===== config.mk =====
export PLATFORM = sky130hd
export DESIGN_NAME = red_pixel_mask_centroid
export DESIGN_NICKNAME = d
export VERILOG_FILES = /design/src/sv/rpmc_pkg.sv /design/src/sv/red_pixel_mask_centroid.sv /design/src/sv/rpmc_front.sv /design/src/sv/rpmc_fifo.sv /design/src/sv/rpmc_back.sv
export SDC_FILE = /design/constraint.sdc
export NUM_CORES = 1
export LEC_CHECK = 0
export BUFFER_PORTS_ARGS = -buffer_cell sky130_fd_sc_hd__buf_2
export CELL_PAD_IN_SITES_DETAIL_PLACEMENT = 1
export CELL_PAD_IN_SITES_GLOBAL_PLACEMENT = 1
export CORE_MARGIN = 3
export CORE_UTILIZATION = 41
export CTS_CLUSTER_SIZE = 28
export DETAILED_ROUTE_END_ITERATION = 10
export PLACE_DENSITY = 0.7
export RECOVER_POWER = 25
export SYNTH_ARGS = -nofsm -noshare
export SYNTH_HDL_FRONTEND = slang
export SYNTH_HIERARCHICAL = 1
export SYNTH_SLANG_ARGS = --single-unit

===== constraint.sdc =====
create_clock -name clk -period 10.4 [get_ports clk]
set_input_delay 1.56 -clock clk [delete_from_list [all_inputs] [get_ports clk]]
set_output_delay 1.56 -clock clk [all_outputs]
set_load 0.05 [all_outputs]

===== src/sv/rpmc_pkg.sv =====
`default_nettype none
package rpmc_pkg;

  // Image geometry and field widths
  localparam int MAX_COLS = 1024;
  localparam int MAX_ROWS = 1024;
  localparam int PIX_W    = 8;
  localparam int COORD_W  = 10;
  localparam int CNT_W    = 21;
  localparam int SUM_W    = 30;
  localparam int QUOT_W   = COORD_W;
  localparam int DSH_W    = CNT_W + QUOT_W - 1;
  localparam int STEP_W   = $clog2(QUOT_W);

  // Configuration port
  localparam int CFG_ADDR_W = 3;
  localparam int CFG_DATA_W = 32;
  localparam logic REG_RED_THRESHOLD = 1'b0;

  // Decoupling queue
  localparam int FIFO_DEPTH = 2;
  localparam int PTR_W      = $clog2(FIFO_DEPTH);

  // Limits
  localparam logic [CNT_W-1:0]   CNT_MAX   = {CNT_W{1'b1}};
  localparam logic [SUM_W-1:0]   SUM_MAX   = {SUM_W{1'b1}};
  localparam logic [PIX_W-1:0]   PIX_FULL  = {PIX_W{1'b1}};
  localparam logic [PIX_W-1:0]   PIX_ZERO  = {PIX_W{1'b0}};
  localparam int                 FIELD_MAX = (1 << COORD_W) - 1;
  localparam logic [COORD_W-1:0] COL_CAP   = (MAX_COLS - 1 < FIELD_MAX) ?
                                             COORD_W'(MAX_COLS - 1) : COORD_W'(FIELD_MAX);
  localparam logic [COORD_W-1:0] ROW_CAP   = (MAX_ROWS - 1 < FIELD_MAX) ?
                                             COORD_W'(MAX_ROWS - 1) : COORD_W'(FIELD_MAX);

  typedef struct packed {
    logic [PIX_W-1:0]   blue_in;
    logic [PIX_W-1:0]   green_in;
    logic [PIX_W-1:0]   red_in;
    logic [COORD_W-1:0] column;
    logic [COORD_W-1:0] row_pos;
    logic               frame_last;
  } pix_in_t;

  typedef struct packed {
    logic [PIX_W-1:0]   blue_out;
    logic [PIX_W-1:0]   green_out;
    logic [PIX_W-1:0]   red_out;
    logic               is_red;
    logic               frame_done;
    logic [CNT_W-1:0]   red_count;
    logic [COORD_W-1:0] column_mean;
    logic [COORD_W-1:0] row_mean;
    logic               mean_valid;
  } pix_out_t;

  // Classified pixel handed from the front end to the back end
  typedef struct packed {
    logic [PIX_W-1:0]   blue;
    logic [PIX_W-1:0]   green;
    logic [PIX_W-1:0]   red;
    logic               hit;
    logic               last;
    logic [COORD_W-1:0] col;
    logic [COORD_W-1:0] row;
  } q_entry_t;

endpackage
`default_nettype wire


===== src/sv/red_pixel_mask_centroid.sv =====
`default_nettype none
// Red pixel mask and centroid. Each accepted pixel gives exactly one result: red pixels
// (floor(red/(blue+green+2)) above red_threshold) come out as pure blue, others unchanged,
// and the pixel marked frame_last also carries the frame's red count and the truncated
// mean column and row of its red pixels. A classifier front end feeds a two-entry queue;
// the back end accumulates and owns the result register. Ordinary pixels flow at one per
// clock while the output is not stalled. The last pixel of a frame occupies the back end
// for the pop, a one-bit-per-cycle restoring division of the column and row sums (run in
// parallel on one shifted divisor), then the result load; the queue keeps accepting until
// it fills. Write red_threshold only while the block is idle.
module red_pixel_mask_centroid (
  input  var logic                                clk,
  input  var logic                                rst_n,
  input  var logic                                in_valid,
  output logic                                    in_ready,
  input  var rpmc_pkg::pix_in_t                   in_data,
  output logic                                    out_valid,
  input  var logic                                out_ready,
  output rpmc_pkg::pix_out_t                      out_data,
  input  var logic                                psel,
  input  var logic                                penable,
  input  var logic                                pwrite,
  input  var logic [rpmc_pkg::CFG_ADDR_W-1:0]     paddr,
  input  var logic [rpmc_pkg::CFG_DATA_W-1:0]     pwdata,
  output logic [rpmc_pkg::CFG_DATA_W-1:0]         prdata,
  output logic                                    pready
);
  import rpmc_pkg::*;

  logic [PIX_W-1:0] thr_r;
  q_entry_t         f_entry, q_entry;
  logic             q_full, q_valid, q_pop, push;

  // Configuration register
  assign pready = 1'b1;
  assign prdata = (paddr[2] == REG_RED_THRESHOLD) ?
                  {{(CFG_DATA_W-PIX_W){1'b0}}, thr_r} : '0;

  always_ff @(posedge clk) begin
    if (!rst_n) begin
      thr_r <= '0;
    end else if (psel && penable && pwrite && pready && paddr[2] == REG_RED_THRESHOLD) begin
      thr_r <= pwdata[PIX_W-1:0];
    end
  end

  assign in_ready = !q_full;
  assign push     = in_valid && in_ready;

  rpmc_front u_front (
    .pix_i       (in_data),
    .threshold_i (thr_r),
    .entry_o     (f_entry)
  );

  rpmc_fifo u_fifo (
    .clk     (clk),
    .rst_n   (rst_n),
    .push_i  (push),
    .wdata_i (f_entry),
    .full_o  (q_full),
    .pop_i   (q_pop),
    .valid_o (q_valid),
    .rdata_o (q_entry)
  );

  rpmc_back u_back (
    .clk         (clk),
    .rst_n       (rst_n),
    .q_valid_i   (q_valid),
    .q_entry_i   (q_entry),
    .q_pop_o     (q_pop),
    .out_valid_o (out_valid),
    .out_ready_i (out_ready),
    .out_data_o  (out_data)
  );

endmodule
`default_nettype wire


===== src/sv/rpmc_front.sv =====
`default_nettype none
module rpmc_front (
  input  var rpmc_pkg::pix_in_t             pix_i,
  input  var logic [rpmc_pkg::PIX_W-1:0]    threshold_i,
  output rpmc_pkg::q_entry_t                entry_o
);
  import rpmc_pkg::*;

  logic [PIX_W:0]      thr_p1;
  logic [PIX_W+1:0]    den;
  logic [2*PIX_W+2:0]  prod;
  logic                hit;

  // floor(r/d) > t  <=>  r >= (t+1)*d
  assign thr_p1 = {1'b0, threshold_i} + {{PIX_W{1'b0}}, 1'b1};
  assign den    = {2'b00, pix_i.blue_in} + {2'b00, pix_i.green_in} + (PIX_W+2)'(2);
  assign prod   = thr_p1 * den;
  assign hit    = {{(PIX_W+3){1'b0}}, pix_i.red_in} >= prod;

  // Classified entry, coordinates clamped to the image
  always_comb begin
    entry_o.blue  = pix_i.blue_in;
    entry_o.green = pix_i.green_in;
    entry_o.red   = pix_i.red_in;
    entry_o.hit   = hit;
    entry_o.last  = pix_i.frame_last;
    entry_o.col   = (32'(pix_i.column) >= 32'(MAX_COLS)) ?
                    COORD_W'(MAX_COLS - 1) : pix_i.column;
    entry_o.row   = (32'(pix_i.row_pos) >= 32'(MAX_ROWS)) ?
                    COORD_W'(MAX_ROWS - 1) : pix_i.row_pos;
  end

endmodule
`default_nettype wire


===== src/sv/rpmc_fifo.sv =====
`default_nettype none
module rpmc_fifo (
  input  var logic               clk,
  input  var logic               rst_n,
  input  var logic               push_i,
  input  var rpmc_pkg::q_entry_t wdata_i,
  output logic                   full_o,
  input  var logic               pop_i,
  output logic                   valid_o,
  output rpmc_pkg::q_entry_t     rdata_o
);
  import rpmc_pkg::*;

  q_entry_t         mem_r [FIFO_DEPTH];
  logic [PTR_W-1:0] wr_ptr_r, rd_ptr_r;
  logic [PTR_W:0]   fill_r;

  assign full_o  = fill_r == (PTR_W+1)'(FIFO_DEPTH);
  assign valid_o = fill_r != '0;
  assign rdata_o = mem_r[rd_ptr_r];

  // Storage
  always_ff @(posedge clk) begin
    if (push_i) begin
      mem_r[wr_ptr_r] <= wdata_i;
    end
  end

  // Pointers and fill level
  always_ff @(posedge clk) begin
    if (!rst_n) begin
      wr_ptr_r <= '0;
      rd_ptr_r <= '0;
      fill_r   <= '0;
    end else begin
      if (push_i) begin
        wr_ptr_r <= wr_ptr_r + 1'b1;
      end
      if (pop_i) begin
        rd_ptr_r <= rd_ptr_r + 1'b1;
      end
      if (push_i && !pop_i) begin
        fill_r <= fill_r + 1'b1;
      end else if (pop_i && !push_i) begin
        fill_r <= fill_r - 1'b1;
      end
    end
  end

endmodule
`default_nettype wire


===== src/sv/rpmc_back.sv =====
`default_nettype none
module rpmc_back (
  input  var logic               clk,
  input  var logic               rst_n,
  input  var logic               q_valid_i,
  input  var rpmc_pkg::q_entry_t q_entry_i,
  output logic                   q_pop_o,
  output logic                   out_valid_o,
  input  var logic               out_ready_i,
  output rpmc_pkg::pix_out_t     out_data_o
);
  import rpmc_pkg::*;

  localparam logic [1:0] ST_RUN = 2'd0;
  localparam logic [1:0] ST_DIV = 2'd1;
  localparam logic [1:0] ST_FIN = 2'd2;

  logic [1:0]        state_r, state_nxt;
  logic              out_valid_r;
  pix_out_t          out_data_r;
  logic [CNT_W-1:0]  cnt_r;
  logic [SUM_W-1:0]  csum_r, rsum_r;

  // Divider and held last pixel
  q_entry_t          hold_r;
  logic [CNT_W-1:0]  fcnt_r;
  logic [SUM_W-1:0]  crem_r, rrem_r;
  logic [DSH_W-1:0]  dsh_r;
  logic [QUOT_W-1:0] cq_r, rq_r;
  logic              covf_r, rovf_r;
  logic [STEP_W-1:0] step_r;

  logic              out_free, pop;
  logic [CNT_W-1:0]  cnt_add;
  logic [SUM_W:0]    csum_wide, rsum_wide;
  logic [SUM_W-1:0]  csum_add, rsum_add;
  logic              c_ge, r_ge;
  logic [COORD_W-1:0] cmean, rmean;
  pix_out_t          pix_res, fin_res;

  assign out_free    = !out_valid_r || out_ready_i;
  assign pop         = (state_r == ST_RUN) && q_valid_i && out_free;
  assign q_pop_o     = pop;
  assign out_valid_o = out_valid_r;
  assign out_data_o  = out_data_r;

  // Saturating accumulate of the popped pixel
  assign cnt_add   = (cnt_r != CNT_MAX) ? cnt_r + 1'b1 : cnt_r;
  assign csum_wide = {1'b0, csum_r} + {{(SUM_W+1-COORD_W){1'b0}}, q_entry_i.col};
  assign rsum_wide = {1'b0, rsum_r} + {{(SUM_W+1-COORD_W){1'b0}}, q_entry_i.row};
  assign csum_add  = csum_wide[SUM_W] ? SUM_MAX : csum_wide[SUM_W-1:0];
  assign rsum_add  = rsum_wide[SUM_W] ? SUM_MAX : rsum_wide[SUM_W-1:0];

  // Restoring divider compare, one quotient bit per cycle
  assign c_ge = crem_r >= dsh_r;
  assign r_ge = rrem_r >= dsh_r;

  // Pixel part of a result
  always_comb begin
    pix_res = '0;
    pix_res.blue_out  = q_entry_i.hit ? PIX_FULL : q_entry_i.blue;
    pix_res.green_out = q_entry_i.hit ? PIX_ZERO : q_entry_i.green;
    pix_res.red_out   = q_entry_i.hit ? PIX_ZERO : q_entry_i.red;
    pix_res.is_red    = q_entry_i.hit;
  end

  // Frame statistics from the finished division
  always_comb begin
    cmean = (covf_r || cq_r > COL_CAP) ? COL_CAP : cq_r;
    rmean = (rovf_r || rq_r > ROW_CAP) ? ROW_CAP : rq_r;
    fin_res = '0;
    fin_res.blue_out    = hold_r.hit ? PIX_FULL : hold_r.blue;
    fin_res.green_out   = hold_r.hit ? PIX_ZERO : hold_r.green;
    fin_res.red_out     = hold_r.hit ? PIX_ZERO : hold_r.red;
    fin_res.is_red      = hold_r.hit;
    fin_res.frame_done  = 1'b1;
    fin_res.red_count   = fcnt_r;
    if (fcnt_r != '0) begin
      fin_res.column_mean = cmean;
      fin_res.row_mean    = rmean;
      fin_res.mean_valid  = 1'b1;
    end
  end

  // Sequencer
  always_comb begin
    state_nxt = state_r;
    case (state_r)
      ST_RUN: begin
        if (pop && q_entry_i.last) begin
          state_nxt = ST_DIV;
        end
      end
      ST_DIV: begin
        if (step_r == '0) begin
          state_nxt = ST_FIN;
        end
      end
      ST_FIN: begin
        if (out_free) begin
          state_nxt = ST_RUN;
        end
      end
      default: state_nxt = ST_RUN;
    endcase
  end

  // Control state: sequencer, accumulators, output valid
  always_ff @(posedge clk) begin
    if (!rst_n) begin
      state_r     <= ST_RUN;
      out_valid_r <= 1'b0;
      cnt_r       <= '0;
      csum_r      <= '0;
      rsum_r      <= '0;
    end else begin
      state_r <= state_nxt;
      if (pop && !q_entry_i.last) begin
        out_valid_r <= 1'b1;
      end else if (state_r == ST_FIN && out_free) begin
        out_valid_r <= 1'b1;
      end else if (out_ready_i) begin
        out_valid_r <= 1'b0;
      end
      if (pop) begin
        if (q_entry_i.last) begin
          cnt_r  <= '0;
          csum_r <= '0;
          rsum_r <= '0;
        end else if (q_entry_i.hit) begin
          cnt_r  <= cnt_add;
          csum_r <= csum_add;
          rsum_r <= rsum_add;
        end
      end
    end
  end

  // Datapath: result register and divider
  always_ff @(posedge clk) begin
    if (pop && !q_entry_i.last) begin
      out_data_r <= pix_res;
    end else if (state_r == ST_FIN && out_free) begin
      out_data_r <= fin_res;
    end

    if (pop && q_entry_i.last) begin
      hold_r <= q_entry_i;
      fcnt_r <= q_entry_i.hit ? cnt_add : cnt_r;
      crem_r <= q_entry_i.hit ? csum_add : csum_r;
      rrem_r <= q_entry_i.hit ? rsum_add : rsum_r;
      dsh_r  <= {(q_entry_i.hit ? cnt_add : cnt_r), {(QUOT_W-1){1'b0}}};
      covf_r <= {1'b0, (q_entry_i.hit ? csum_add : csum_r)} >=
                {(q_entry_i.hit ? cnt_add : cnt_r), {QUOT_W{1'b0}}};
      rovf_r <= {1'b0, (q_entry_i.hit ? rsum_add : rsum_r)} >=
                {(q_entry_i.hit ? cnt_add : cnt_r), {QUOT_W{1'b0}}};
      step_r <= STEP_W'(QUOT_W - 1);
    end else if (state_r == ST_DIV) begin
      cq_r   <= {cq_r[QUOT_W-2:0], c_ge};
      rq_r   <= {rq_r[QUOT_W-2:0], r_ge};
      crem_r <= c_ge ? crem_r - dsh_r : crem_r;
      rrem_r <= r_ge ? rrem_r - dsh_r : rrem_r;
      dsh_r  <= dsh_r >> 1;
      step_r <= step_r - 1'b1;
    end
  end

endmodule
`default_nettype wire


==> flow_metrics.py, run 1 <==
metrics = {
    "timing": {
        "whs_ns": 0.452,
        "hold_viol": 0,
        "worst_pin_slew_ns": 3.21,
        "rsz0062_at_grt": "false",
        "slew_headroom_pct": -114,
        "skew_ns": 0.0384,
        "finalMaxSlewViolations": 232,
        "fmax_mhz": 119,
        "setup_violations": 0,
        "layout_worst_path_cycle_share_pct": 80.8,
        "fin_setup_tns_ns": 0,
        "min_period_ns": 8.40,
    },
    "cts": {
        "clkSlewWorstSetupHoldPaths_ns": 0.06,
        "cts_setup_buffers": 0,
        "numCtsBuffers": 48,
        "clockBufferDepth": 3,
        "h-tree-depth": 2,
        "cts_resized": 0,
        "cts_root_buf": "clkbuf_16",
        "cts.sinks": 419,
        "cts_tree": "built",
        "cts_hold_buf": 0,
        "clkLatencyLatePin_ns": 0.62,
    },
    "setup_path": {
        "crit_chain": "clkbuf_1 > mux2_2 > buf_4 > clkinv_1 > a211oi_1 > nand2_2 > nor2_1 > and3_1 > xnor2_1 > nand2_1 > ha_1 > nand4_1 > nor2_1 > nand3_1 > or4_1 > or4_1 > nor3_1 > a22o_1",
        "worstReg2RegEnd": "u_back/covf_r",
        "r2r_slack_ns": 2.00,
        "critPathLaunchType": "flop",
        "r2r_cells": 18,
        "required_ns": 10.78,
        "crit_path_max_incr_delay_ns": 1.26,
        "crit_buf_inv": 3,
        "setup.worst_path.class": "flop to flop",
        "critPathTopFamily": "simple AND/OR/NAND/NOR gates",
        "end_kind": "flop",
        "worstPathMaxFanout": 51,
        "arrival_ns": 8.78,
        "slowest_stage": "clkbuf_1",
    },
    "global_routing": {
        "grt_pass1_wl_um": 122000,
        "grt_max_degree": 71,
        "antenna_found_initial": 9,
        "grt_pass1_vias": 21400,
        "grt-ovfl-total": 0,
        "grtUsageTotal_pct": 23.2,
    },
    "min_path": {
        "hp-start": "u_back/out_data_o[17]",
        "hold_path_class": "flop to flop",
        "holdPathStages": 2,
        "hold_path_end": "u_back/out_data_o[17]",
    },
    "synthesis": {
        "yosys.area.top_type": "edfxtp_1",
        "syn_inst": 2661,
        "muxShareOfSynthArea_pct": 3.01,
        "syn_avg_cell_area_um2": 9.84,
        "yosysUniqueCellTypes": 90,
        "synth_fa_ha_area_share_pct": 13.6,
        "synth_compound_area_share_pct": 15.4,
        "netlist.area_leader.share_pct": 30.5,
        "synth_flop_cell": "edfxtp_1",
        "synth-edff-count": 266,
        "synthArstFlopShare_pct": 0,
        "synth_top_family_by_area": "compound AO/OA/AOI/OAI gates",
        "ys_seq_elements": 419,
        "ys_top_cells_by_area": "edfxtp_1 30%, dfxtp_1 12%, ha_1 8.9%",
        "synth-simple-area-share_pct": 15.1,
        "synth-xor-area-share_pct": 4.31,
        "yosys_warnings": 6,
        "synthMostInstantiatedCell": "nand2_1",
        "syn_area_mm2": 0.0262,
        "seq_area_frac_synth_pct": 42.2,
        "synth_commonest_cells": "281 x nand2_1, 266 x edfxtp_1, 199 x nor2_1",
    },
    "floorplanning": {
        "io_pins": 190,
        "fp.dieW_um": 259,
        "num_rows": 92,
        "core_mm2": 0.0632,
        "start_util_pct": 41.5,
        "die_h_um": 259,
        "dieArea_mm2": 0.0670,
    },
    "power": {
        "p_per_area_mw_per_mm2": 295,
        "vdd_drop_max_mv": 0.179,
        "p_leak_nw": 12.1,
    },
    "run_status": {
        "outcome": "complete, but fails checks",
        "violations": "capacitance limit, slew limit",
    },
    "place": {
        "port_buffers": 138,
        "dp_cells": 3530,
        "place_hpwl_um": 58000,
        "gp_congestion": 0.889,
    },
    "finish": {
        "areaGrowthSynthToFinish_pct": 10.3,
        "nNetsFinal": 3069,
        "drive_gt1_share_pct": 10.5,
        "stdcell_count": 3623,
    },
    "drt": {
        "drt-total-wl_um": 78300,
        "antenna_left": 0,
        "viasPerCell": 5.61,
        "drtIter0Drc": 1213,
        "vias": 20300,
        "drc": 0,
        "dr.pass1.iters": 5,
        "wire_per_inst_um": 21.6,
    },
    "run": {
        "drv_cap": 6,
    },
}
sequential cells by signal, summed over array words and instances (netlist names), 4 cells and up, named ones only:
signal,count
u_back/rsum_r,30
u_back/out_data_o,68
u_back/csum_r,30
u_back/cnt_r,21
u_back/rq_r,10
u_back/dsh_r,30
u_back/cq_r,10
thr_r,8
u_back/crem_r,30
u_back/rrem_r,30
u_back/fcnt_r,21
u_fifo/mem_r,92
u_back/hold_r,24
u_back/step_r,4
kinds of logic after synthesis:
logic type               count (synthesis)
buffers and inverters                  348
other                                    2
multiplexers                            72
AND/OR/NAND/NOR                        827
flip-flops                             419
AO/OA/AOI/OAI                          616
adder cells (fa/ha/maj)                248
XOR/XNOR                               129
worst reg2reg max path: stages, from the launching register on:
cell      delay, ns
dfxtp_1        0.98
clkbuf_1       1.26
mux2_2         0.37
buf_4          0.54
clkinv_1       0.38
a211oi_1       0.62
nand2_2        0.28
nor2_1         0.54
and3_1         0.26
xnor2_1        0.12
nand2_1        0.19
ha_1           0.45
nand4_1        0.14
nor2_1         0.13
nand3_1        0.12
or4_1          0.65
or4_1          0.44
nor3_1         0.31
a22o_1         0.41
layout make-up:
class / count / area (um2)
Antenna cell: 3 / 7.51
Clock buffer: 67 / 1310
Clock inverter: 23 / 315
Fill cell: 7129 / 34300
Inverter: 175 / 658
Multi-Input combinational cell: 1917 / 13600
Sequential cell: 419 / 11100
Tap cell: 846 / 1060
Timing Repair Buffer: 173 / 883
how the worst max path moves through the flow:
stage                      startpoint             endpoint  slack, ns  cells past startpoint
after floorplan           in_data[30]  u_fifo/mem_r[0][21]       2.62                     30
after global placement    in_data[30]  u_fifo/mem_r[0][21]       1.76                     30
after detailed placement  in_data[30]  u_fifo/mem_r[0][21]       1.70                     30
after CTS                 in_data[30]  u_fifo/mem_r[0][21]       2.30                     30
after global routing             flop        u_back/covf_r       1.56                     18
final                            flop        u_back/covf_r       2.00                     18
per-stage QoR:
step	area [um2]	worst slack, ns	util [%]	total power (W)
after floorplan	26300	2.62	-	0.00561
after global placement	27300	1.76	43.3	0.00655
after detailed placement	27300	1.70	43.3	0.00673
after CTS	29000	2.30	45.8	0.00855
after global routing	28900	1.56	45.7	0.00910
final	28900	2.00	45.7	0.00851
layout by cell type, fill, tap and decap left out, types with 11 or more instances in the layout:
cell	instances
a21oi_1	147
clkbuf_1	62
dfxtp_1	153
or2_2	15
and2_1	30
inv_1	171
o21ai_0	158
a22oi_1	19
o22ai_1	27
a211oi_1	11
and3_1	23
clkbuf_16	49
buf_2	97
a22o_1	34
fa_1	62
nand2_1	280
o21bai_1	13
mux2_2	33
o21a_1	17
buf_4	30
mux2i_1	17
xor2_1	63
nor3_1	31
mux2_1	22
nand4_1	34
nand2b_1	34
nor2_1	197
o31ai_1	13
a21o_1	57
conb_1	25
nor2b_1	46
a31oi_1	18
edfxtp_1	266
ha_1	186
nand3_1	63
and4_1	14
xnor2_1	66
per-layer routing:
metal  global-route usage [%]  vias up  wire length (um)  share of wire, %
li1                         -     9532                 -                 -
met1                     30.5    10200             34500                44
met2                     38.3      479             36700                47
met3                     3.91      168              3970               5.1
met4                     8.88        4              3030               3.9
met5                        0        -                27             0.034
report_power, final:
group          total [W]  leakage [nW]  internal [W]  switching [W]
logic            0.00415          7.60       0.00148        0.00267
clock network    0.00176         0.786       0.00104       0.000724
registers        0.00260          3.73       0.00242       0.000180
total            0.00851          12.1       0.00494        0.00357
Note: power is estimated with default switching activity, not from simulation.
==> inputs of run 2 (changes only) <==
Clock period 10.4 ns to 7.9 ns, I/O delays scaled along.
==> flow_metrics.py, run 2 (synthesis results as in run 1) <==
metrics = {
    "cts": {
        "h-tree-depth": 2,
        "cts.sinks": 419,
        "clkLatencyLatePin_ns": 0.61,
        "cts_resized": 0,
        "numCtsBuffers": 46,
        "clkSlewWorstSetupHoldPaths_ns": 0.06,
        "cts_setup_buffers": 0,
        "cts_hold_buf": 0,
        "clockBufferDepth": 3,
        "cts_root_buf": "clkbuf_16",
        "cts_tree": "built",
    },
    "floorplanning": {
        "die_h_um": 259,
        "fp.dieW_um": 259,
        "start_util_pct": 41.5,
        "dieArea_mm2": 0.0670,
        "io_pins": 190,
        "num_rows": 92,
        "core_mm2": 0.0632,
    },
    "drt": {
        "viasPerCell": 5.61,
        "antenna_left": 0,
        "dr.pass1.iters": 5,
        "wire_per_inst_um": 21.4,
        "vias": 20500,
        "drc": 0,
        "drtIter0Drc": 1158,
        "drt-total-wl_um": 78200,
    },
    "global_routing": {
        "grt_max_degree": 73,
        "grt_pass1_wl_um": 122000,
        "antenna_found_initial": 8,
        "grt_pass1_vias": 21500,
        "grt-ovfl-total": 0,
        "grtUsageTotal_pct": 23.1,
    },
    "place": {
        "placed_cell_area_mm2": 0.0275,
        "place_hpwl_um": 58800,
        "port_buffers": 138,
        "gp_congestion": 0.890,
        "dp_slack_ns": -0.0610,
    },
    "finish": {
        "areaGrowthSynthToFinish_pct": 10.8,
        "drive_gt1_share_pct": 11.4,
        "top_register": "u_fifo/mem_r",
        "nNetsFinal": 3092,
        "nFillCells": 7118,
        "final_core_utilization_pct": 45.9,
        "design_area_mm2": 0.0290,
        "layout_common_cells": "280 x nand2_1, 266 x edfxtp_1, 197 x nor2_1, 186 x ha_1, 171 x inv_1",
        "layout_commonest_cell": "nand2_1",
        "largest_reg_flops": 92,
    },
    "min_path": {
        "hold_path_class": "flop to flop",
    },
    "timing": {
        "setup_violations": 0,
        "min_period_ns": 7.36,
        "layout_worst_path_cycle_share_pct": 93.2,
        "hold_viol": 0,
        "skew_ns": 0.0556,
        "worst_slack_ns": 0.538,
        "fmax_mhz": 136,
        "worst_pin_slew_ns": 3.13,
        "fin_setup_tns_ns": 0,
        "slew_headroom_pct": -109,
        "rsz0062_at_grt": "false",
        "finalMaxSlewViolations": 91,
    },
    "power": {
        "pwr-share-seq_pct": 30.7,
        "vdd_drop_max_mv": 0.203,
        "internal_power_w": 0.00645,
        "switchingPower_w": 0.00468,
        "p_leak_nw": 12.2,
        "pwr-share-comb_pct": 49.2,
        "total_power_w": 0.0111,
        "sw_frac_of_total_pct": 42.1,
        "clockPowerShare_pct": 20.1,
        "p_per_area_mw_per_mm2": 384,
    },
    "run": {
        "drv_cap": 2,
    },
    "setup_path": {
        "worstPathMaxFanout": 2,
        "crit_path_max_incr_delay_ns": 0.52,
        "end_kind": "flop",
        "arrival_ns": 7.79,
        "setup.worst_path.class": "input pin to flop",
        "slowest_stage": "fa_1",
        "r2r_slack_ns": 0.98,
        "critPathTopFamily": "adder cells",
        "required_ns": 8.33,
        "critPathLaunchType": "input pin",
        "crit_buf_inv": 7,
    },
    "run_status": {
        "outcome": "complete, but fails checks",
        "violations": "capacitance limit, slew limit",
    },
}
-- run 2: changes by cell type in the layout (fill, tap and decap cells not counted), sizes merged --
| cell | change |
|---|---|
| clkbuf | -9 |
| buf | +29 |
| bufinv | -1 |
| inv | +2 |
-- run 2: cell type report --
cell class | instances | area (um2) | share of cell area (%)
well taps | 846 | 1060 | 3.65
flip-flops and latches | 419 | 11100 | 38.1
multi-input cells | 1917 | 13600 | 46.9
diodes | 3 | 7.51 | 0.0259
repair buffers | 198 | 1080 | 3.72
inverters | 175 | 658 | 2.27
clock buffers | 62 | 1260 | 4.35
clock inverters | 24 | 303 | 1.04
-- run 2: per-stage QoR --
stage	hold WS (ns)	std cells
floorplan	0.425	2684
global placement	0.436	3555
detailed placement	0.436	3555
CTS	0.452	3641
global route	0.470	3644
finish	0.448	3644
-- run 2: path summary, 6_finish.rpt --
check / from / endpoint / cells past startpoint
setup / recovery: in_data[30] / u_fifo/mem_r[1][21] / 31
setup reg to reg: flop / u_back/rovf_r / 17
hold reg to reg: u_back/rq_r[6] / u_back/rq_r[7] / 0
hold / removal: u_back/rq_r[6] / u_back/rq_r[7] / 0
-- run 2: power groups by stage --
stage / sequential, W / combinational [W] / clock, W
6_report: 0.00342 / 0.00548 / 0.00224
2_1_floorplan: 0.00356 / 0.00383 / 0
4_1_cts: 0.00343 / 0.00549 / 0.00229
3_3_place_gp: 0.00344 / 0.00523 / 0
5_1_grt: 0.00347 / 0.00605 / 0.00238
3_5_place_dp: 0.00347 / 0.00544 / 0
-- run 2: routing by layer --
metal  part of all wire (%)  track usage [%]
met5                  0.064                0
met4                    3.4             8.14
met3                    4.7             3.11
met2                     48             39.2
met1                     44             30.3
-- run 2: worst register-to-register path, cell delays in order (launching register included) --
cell	delay [ns]
dfxtp_1	1.01
buf_4	0.52
mux2_2	0.40
ha_1	0.34
inv_1	0.08
o21ai_1	0.28
a31o_1	0.24
nand4_1	0.69
and3_1	0.51
a21oi_1	0.28
ha_1	0.19
nand3_1	0.08
or2_2	0.35
nor4_1	0.59
nand4_1	0.17
nor2_1	0.12
nand3_1	0.12
o41ai_2	0.66
==> inputs of run 3 (changes only) <==
Settings changed: BUFFER_PORTS_ARGS -buffer_cell sky130_fd_sc_hd__buf_2 to default, DONT_BUFFER_PORTS from default to 1, PLACE_DENSITY 0.7 to 0.69.
Clock period 7.9 ns to 6.7 ns, I/O delays scaled along.
==> flow_metrics.py, run 3 (synthesis results as in run 1) <==
metrics = {
    "run_status": {
        "outcome": "complete, but fails checks",
        "violations": "capacitance limit, slew limit",
    },
    "power": {
        "vdd_drop_max_mv": 0.229,
        "p_leak_nw": 11.9,
        "p_per_area_mw_per_mm2": 456,
    },
    "timing": {
        "layout_worst_path_cycle_share_pct": 96.6,
        "min_period_ns": 6.47,
        "worst_pin_slew_ns": 3.09,
        "setup_violations": 0,
        "hold_viol": 0,
        "fin_setup_tns_ns": 0,
        "skew_ns": 0.0512,
        "fmax_mhz": 155,
        "finalMaxSlewViolations": 146,
        "rsz0062_at_grt": "true",
        "slew_headroom_pct": -106,
    },
    "drt": {
        "drtIter0Drc": 1212,
        "viasPerCell": 5.69,
        "wire_per_inst_um": 22.4,
        "dr_wl_met3_um": 3800,
        "drt-total-wl_um": 79500,
        "vias": 20200,
        "met1_length_um": 35200,
        "antenna_left": 0,
        "route.top_layer_used": "met5",
        "dr_wl_met2_um": 37900,
        "dr.pass1.iters": 5,
        "drc": 0,
    },
    "place": {
        "dp_cells": 3450,
        "gp_congestion": 0.915,
        "place_hpwl_um": 59400,
        "port_buffers": 0,
    },
    "finish": {
        "stdcell_count": 3542,
        "layout_common_cells": "279 x nand2_1, 266 x edfxtp_1, 193 x nor2_1, 176 x ha_1, 167 x inv_1",
        "top_register": "u_fifo/mem_r",
        "nNetsFinal": 2991,
        "num_antenna_cells": 0,
        "areaGrowthSynthToFinish_pct": 10.5,
        "nFillCells": 7083,
        "largest_reg_flops": 92,
        "layout_commonest_cell": "nand2_1",
        "drive_gt1_share_pct": 11.1,
        "final_core_utilization_pct": 45.8,
    },
    "cts": {
        "cts_hold_buf": 0,
        "h-tree-depth": 2,
        "cts_root_buf": "clkbuf_16",
        "clockBufferDepth": 3,
        "cts_tree": "built",
        "numCtsBuffers": 48,
        "cts.sinks": 419,
        "clkSlewWorstSetupHoldPaths_ns": 0.06,
        "clkLatencyLatePin_ns": 0.63,
    },
    "floorplanning": {
        "num_rows": 92,
        "start_util_pct": 41.5,
        "dieArea_mm2": 0.0670,
        "core_mm2": 0.0632,
        "io_pins": 190,
        "fp.dieW_um": 259,
        "die_h_um": 259,
    },
    "setup_path": {
        "required_ns": 7.08,
        "slowest_stage": "fa_1",
        "crit_path_frequent_cell": "fa_1",
        "end_kind": "flop",
        "critPathLaunchType": "input pin",
        "worstPathMaxFanout": 3,
        "setup.worst_path.class": "input pin to flop",
        "arrival_ns": 6.85,
        "crit_path_max_incr_delay_ns": 0.52,
    },
    "global_routing": {
        "grt_pass1_vias": 21300,
        "grt_max_degree": 71,
        "grt_pass1_wl_um": 123000,
        "antenna_found_initial": 4,
        "grtUsageTotal_pct": 23.4,
        "grt-ovfl-total": 0,
    },
    "min_path": {
        "hold_path_class": "flop to flop",
    },
    "run": {
        "drv_cap": 4,
    },
}
==> run 3: cell count changes in the layout (fill, tap and decap cells not counted), moves of 9 or more <==
cell,before,now
buf_4,57,91
ha_1,186,176
clkbuf_1,53,19
ha_4,0,9
buf_2,99,0
==> run 3: repair_timing <==
action,4_1_cts,5_1_grt
setup endpoints to repair,0,2
gates resized for setup,0,24
buffers inserted,0,2
==> run 3: metal layers <==
metal	track usage [%]	vias up
li1	-	9383
met1	30.7	10200
met2	39.6	462
met3	3.41	145
met4	7.78	4
met5	0	-
==> run 3: final timing paths <==
path / startpoint / slack, ns / to / depth (start not counted)
setup / recovery: in_data[38] / 0.23 / u_fifo/mem_r[1][21] / 29
setup reg to reg: flop / 0.46 / u_back/rovf_r / 18
hold / removal: u_back/rq_r[1] / 0.45 / u_back/rq_r[2] / 0
hold reg to reg: u_back/rq_r[1] / 0.45 / u_back/rq_r[2] / 0
==> run 3: worst max-delay path: cells and delay by family <==
kind	cells	cell delay (ns)
buf+inv	5	0.23
xor+xnor	2	0.32
simple gates	4	0.63
fa+ha+maj	9	3.15
compound gates	9	1.50
==> run 3: final cells by class <==
cell class / count / area [um2] / share of cell area [%]
well taps: 846 / 1060 / 3.66
clock buffers: 71 / 1370 / 4.72
flip-flops and latches: 419 / 11100 / 38.2
repair buffers: 95 / 698 / 2.41
inverters: 175 / 674 / 2.33
multi-input cells: 1917 / 13900 / 47.9
clock inverters: 19 / 228 / 0.787
==> run 3: through the flow <==
step | power (W) | instance area, um2 | hold slack, ns | worst slack [ns]
2_1_floorplan | 0.00874 | 26400 | 0.425 | -0.0147
3_3_place_gp | 0.0102 | 27200 | 0.441 | -0.292
3_5_place_dp | 0.0105 | 27200 | 0.438 | -0.451
4_1_cts | 0.0132 | 28800 | 0.433 | 0.133
5_1_grt | 0.0141 | 29000 | 0.432 | -0.0825
6_report | 0.0132 | 29000 | 0.450 | 0.228
==> run 3: power by group <==
part | internal (W) | switching, W | leakage, nW
registers | 0.00376 | 0.000519 | 3.73
logic | 0.00235 | 0.00393 | 7.41
clock network | 0.00151 | 0.00113 | 0.782
total | 0.00762 | 0.00558 | 11.9
